## src/rtl/ogds_ram.sv

```systemverilog
`timescale 1ns / 1ps

// Simple dual-port RAM: one write port, one read port with registered data.
module ogds_ram #(
  parameter int unsigned WIDTH = 8,
  parameter int unsigned DEPTH = 256
) (
  input  logic                             clk_i,
  input  logic                             we_i,
  input  logic [$clog2(DEPTH)-1:0]         waddr_i,
  input  logic [WIDTH-1:0]                 wdata_i,
  input  logic [$clog2(DEPTH)-1:0]         raddr_i,
  output logic [WIDTH-1:0]                 rdata_o
);

  logic [WIDTH-1:0] mem_q [DEPTH];
  logic [WIDTH-1:0] rdata_q;

  // Write port.
  always_ff @(posedge clk_i) begin
    if (we_i) begin
      mem_q[waddr_i] <= wdata_i;
    end
  end

  // Registered read port.
  always_ff @(posedge clk_i) begin
    rdata_q <= mem_q[raddr_i];
  end

  assign rdata_o = rdata_q;

endmodule

```

## config.mk

```make
export PLATFORM = sky130hd
export DESIGN_NAME = ogds_ram
export DESIGN_NICKNAME = d
export VERILOG_FILES = /design/src/rtl/ogds_ram.sv
export SDC_FILE = /design/constraint.sdc
export NUM_CORES = 2
export LEC_CHECK = 0
export BUFFER_PORTS_ARGS = -buffer_cell sky130_fd_sc_hd__clkbuf_2
export CAP_MARGIN = 20
export CORE_ASPECT_RATIO = 2
export CORE_UTILIZATION = 30
export CTS_BUF_LIST = sky130_fd_sc_hd__clkbuf_4 sky130_fd_sc_hd__clkbuf_8
export DETAILED_ROUTE_END_ITERATION = 7
export PLACE_DENSITY = 0.49
export RECOVER_POWER = 100
export REMOVE_ABC_BUFFERS = 1
export SETUP_SLACK_MARGIN = 0.15
export SLEW_MARGIN = 20
export SYNTH_ARGS = -nofsm -noshare
export SYNTH_HDL_FRONTEND = slang
export SYNTH_SLANG_ARGS = --single-unit
```

## constraint.sdc

```tcl
create_clock -name clk_i -period 2.9 [get_ports clk_i]
set_input_delay 0.29 -clock clk_i [delete_from_list [all_inputs] [get_ports clk_i]]
set_output_delay 0.29 -clock clk_i [all_outputs]
set_load 0.02 [all_outputs]
```

==> impl_metrics.yaml <==
outcome:
  violations: "capacitance limit, slew limit"
  status: "finished, violations left"
yosys:
  async_flop_share: 0
  ys.warnings.count: 0
  synth_enable_flop_cells: 2048
  syn_area_um2: 79600
  yosysUniqueCellTypes: 55
  synth_flop_cell: "edfxtp_1"
  synth_cells: 3733
  synth_seq_cells: 2056
  avgSynthCellArea_um2: 21.3
  ys_seq_area_frac: 0.775
worst_setup_path:
  cp-start-kind: "primary input"
  cp.required_ns: 3.34
  path_buf_inv: 3
  path_class: "in -> reg"
  crit_path_frequent_cell: "clkbuf_1"
  cp_top_family: "buffers and inverters"
  max_stage_delay_ns: 1.62
  crit_arrival_ns: 3.31
  worstPathCellList: "clkbuf_2 > nor2b_1 > clkbuf_1 > nand3_2 > clkbuf_1 > nor2_1"
  slowest_stage: "clkbuf_1"
  end_kind: "flop"
  critPathMaxFanout: 12
clocking:
  clock_latency_ns: 0.91
  cts_inserted_buffers: 283
  htree_levels: 5
  cts.sinks: 2056
  cts_max_path_buffers: 4
  cts_root_buffer: "clkbuf_8"
  clk_pin_slew_ns: 0.07
  cts_tree: "yes"
drt:
  ant_nets: 0
  wl_um: 243000
  dr.pass1.iters: 6
  via_per_inst: 4.95
  first_iter_violations: 3152
  wire_per_inst_um: 29.5
  vias: 40900
  drc: 0
power_and_ir_drop:
  switching_share: 0.228
  ir_drop_mv: 0.382
  p_int_mw: 45.4
  p_leak_nw: 28.9
  p_clk_frac: 0.379
  total_power_mw: 58.8
  p_seq_frac: 0.558
  powerDensity_nw_per_um2: 630
  combPwrFrac: 0.063
  p_switching_mw: 13.4
timing:
  min_period_ns: 2.87
  finalHoldViolCount: 0
  relSlewSlack: -0.662
  finalSetupViolations: 0
  drv_slew: 671
  finalCritPeriodShare: 0.989
  tightest_slew_ns: 2.49
  fin_skew_ns: 0.0571
  max_freq_mhz: 349
  rsz0062_at_grt: "false"
job:
  maxCapViolCount: 15
global_route:
  grt_pass1_wl_um: 340000
  grt_max_degree: 101
  grt-ovfl-total: 0
  track_usage: 0.180
  grt_pass1_vias: 44100
  antenna_found_initial: 11
die:
  die_w_um: 366
  rows: 267
  ios: 34
  start_util: 0.301
  die_area_um2: 267000
  core_um2: 264000
  die_height_um: 730
place:
  hpwl_um: 169000
  port_buffers: 33
  place_congestion: 0.877
  dp_cells: 7760
layout:
  area_growth_pct: 17.4
  fillers: 25000
  nNetsFinal: 4582
  fin_cells: 8260
  drive_gt1_frac: 0.287
hold_path:
  hp-class: "in -> reg"
[Yosys cell counts (all sizes together), types with 4 or more instances]
library cell / number / area share
o22a: 5 / 0.00055
o221ai: 47 / 0.0053
nor2: 282 / 0.013
a22o: 8 / 0.00088
o22ai: 28 / 0.0022
or2: 4 / 0.00031
nor3: 22 / 0.0014
nand4: 10 / 0.00079
o21ai: 12 / 0.00075
clkbuf: 111 / 0.0052
nand2b: 8 / 0.00063
nor2b: 31 / 0.0024
o32ai: 5 / 0.00064
nand3: 34 / 0.0021
a211oi: 16 / 0.0015
a2111oi: 5 / 0.00066
mux2i: 134 / 0.017
a221oi: 14 / 0.0016
buf: 122 / 0.013
mux4: 456 / 0.13
dfxtp: 8 / 0.0020
and2: 6 / 0.00047
o211ai: 10 / 0.00094
a22oi: 133 / 0.013
nor4: 27 / 0.0024
nand2: 33 / 0.0016
edfxtp: 2048 / 0.77
a21oi: 96 / 0.0060
[cell type report]
type	count	area [µm²]	share of cell area
Sequential cell	2056	61700	0.660
Clock buffer	370	4650	0.0498
Clock inverter	115	774	0.00830
Antenna cell	7	17.5	0.000188
Timing Repair Buffer	771	5280	0.0566
Tap cell	3497	4380	0.0469
Inverter	2	7.51	0.0000804
Multi-Input combinational cell	1442	16600	0.178
[power by group through the flow]
stage | sequential (mW) | clock (mW) | combinational (mW)
4_1_cts | 32.8 | 23.0 | 3.84
3_5_place_dp | 33.5 | 0 | 3.81
5_1_grt | 32.8 | 23.9 | 3.85
2_1_floorplan | 33.4 | 0 | 1.15
6_report | 32.8 | 22.3 | 3.68
3_3_place_gp | 33.4 | 0 | 3.78
[final timing paths]
check                     start            end  slack (ns)  cells after the start
setup / recovery     waddr_i[1]  mem_q[246][4]        0.03                      6
hold / removal       waddr_i[4]  mem_q[252][3]        0.19                      3
setup reg to reg  mem_q[135][1]     rdata_o[1]        0.11                      7
hold reg to reg    mem_q[41][3]     rdata_o[3]        1.11                      7
[state kept, by name, indices dropped and copies added, names as in the netlist]
name and cells:
mem_q 2048, rdata_o 8
[through the flow]
stage                     hold WS [ns]  TNS (ns)  utilization  instance area, µm²  worst slack (ns)
after floorplan                  0.389         0            -               78100             0.202
after global placement           0.733     -6.96        0.338               89300             -1.51
after detailed placement         0.740     -4.70        0.338               89300            -0.900
after CTS                       0.0382         0        0.359               94800             0.156
after global routing             0.175         0        0.354               93400            0.0940
final                            0.186         0        0.354               93400            0.0320
[cell usage in the layout (no fill, tap or decap), types with 7 or more instances in the layout]
cell / count
a211oi_1: 15
a21oi_1: 96
a221oi_1: 12
a22o_1: 8
a22oi_1: 133
buf_12: 60
buf_4: 330
bufinv_16: 9
clkbuf_1: 317
clkbuf_2: 48
clkbuf_4: 74
clkbuf_8: 299
clkinv_1: 59
clkinv_2: 34
clkinvlp_4: 7
dfxtp_1: 8
diode_2: 7
dlygate4sd3_1: 8
edfxtp_1: 2048
mux2i_1: 134
mux4_2: 454
nand2_1: 33
nand2b_1: 8
nand3_1: 29
nand4_1: 10
nor2_1: 279
nor2b_1: 28
nor3_1: 20
nor4_1: 18
nor4_2: 8
o211ai_1: 10
o21ai_0: 10
o221ai_1: 46
o22ai_1: 28
[layer usage]
layer / GRT usage / wire length, µm
met3: 0.0262 / 10800
met4: 0.0883 / 13400
met5: 0 / 57
met2: 0.362 / 141000
met1: 0.176 / 78100
[logic make-up after synthesis]
family                 count (synthesis)  share of synthesized area
AND/OR/NAND/NOR                      466                     0.0263
buffers and inverters                235                     0.0183
AO/OA/AOI/OAI                        385                     0.0342
flip-flops                          2056                      0.775
multiplexers                         591                      0.146
[worst register-to-register path: cells and delay by family, from the launching register on]
kind / cells / cell delay [ns]
muxes: 2 / 1.05
and+or+nand+nor: 3 / 0.94
DFF: 1 / 0.36
buffers and inverters: 1 / 0.22
AOI/OAI and AO/OA: 1 / 0.07
[what timing repair did]
item,in CTS,in global routing
pin swaps,1,0
setup endpoints to repair,2,1
gates cloned,0,0
setup buffers,0,0
endpoints found under the hold margin,519,0
hold buffers,8,0
resized for setup,4,1
Note: power is estimated with default switching activity, not from simulation.
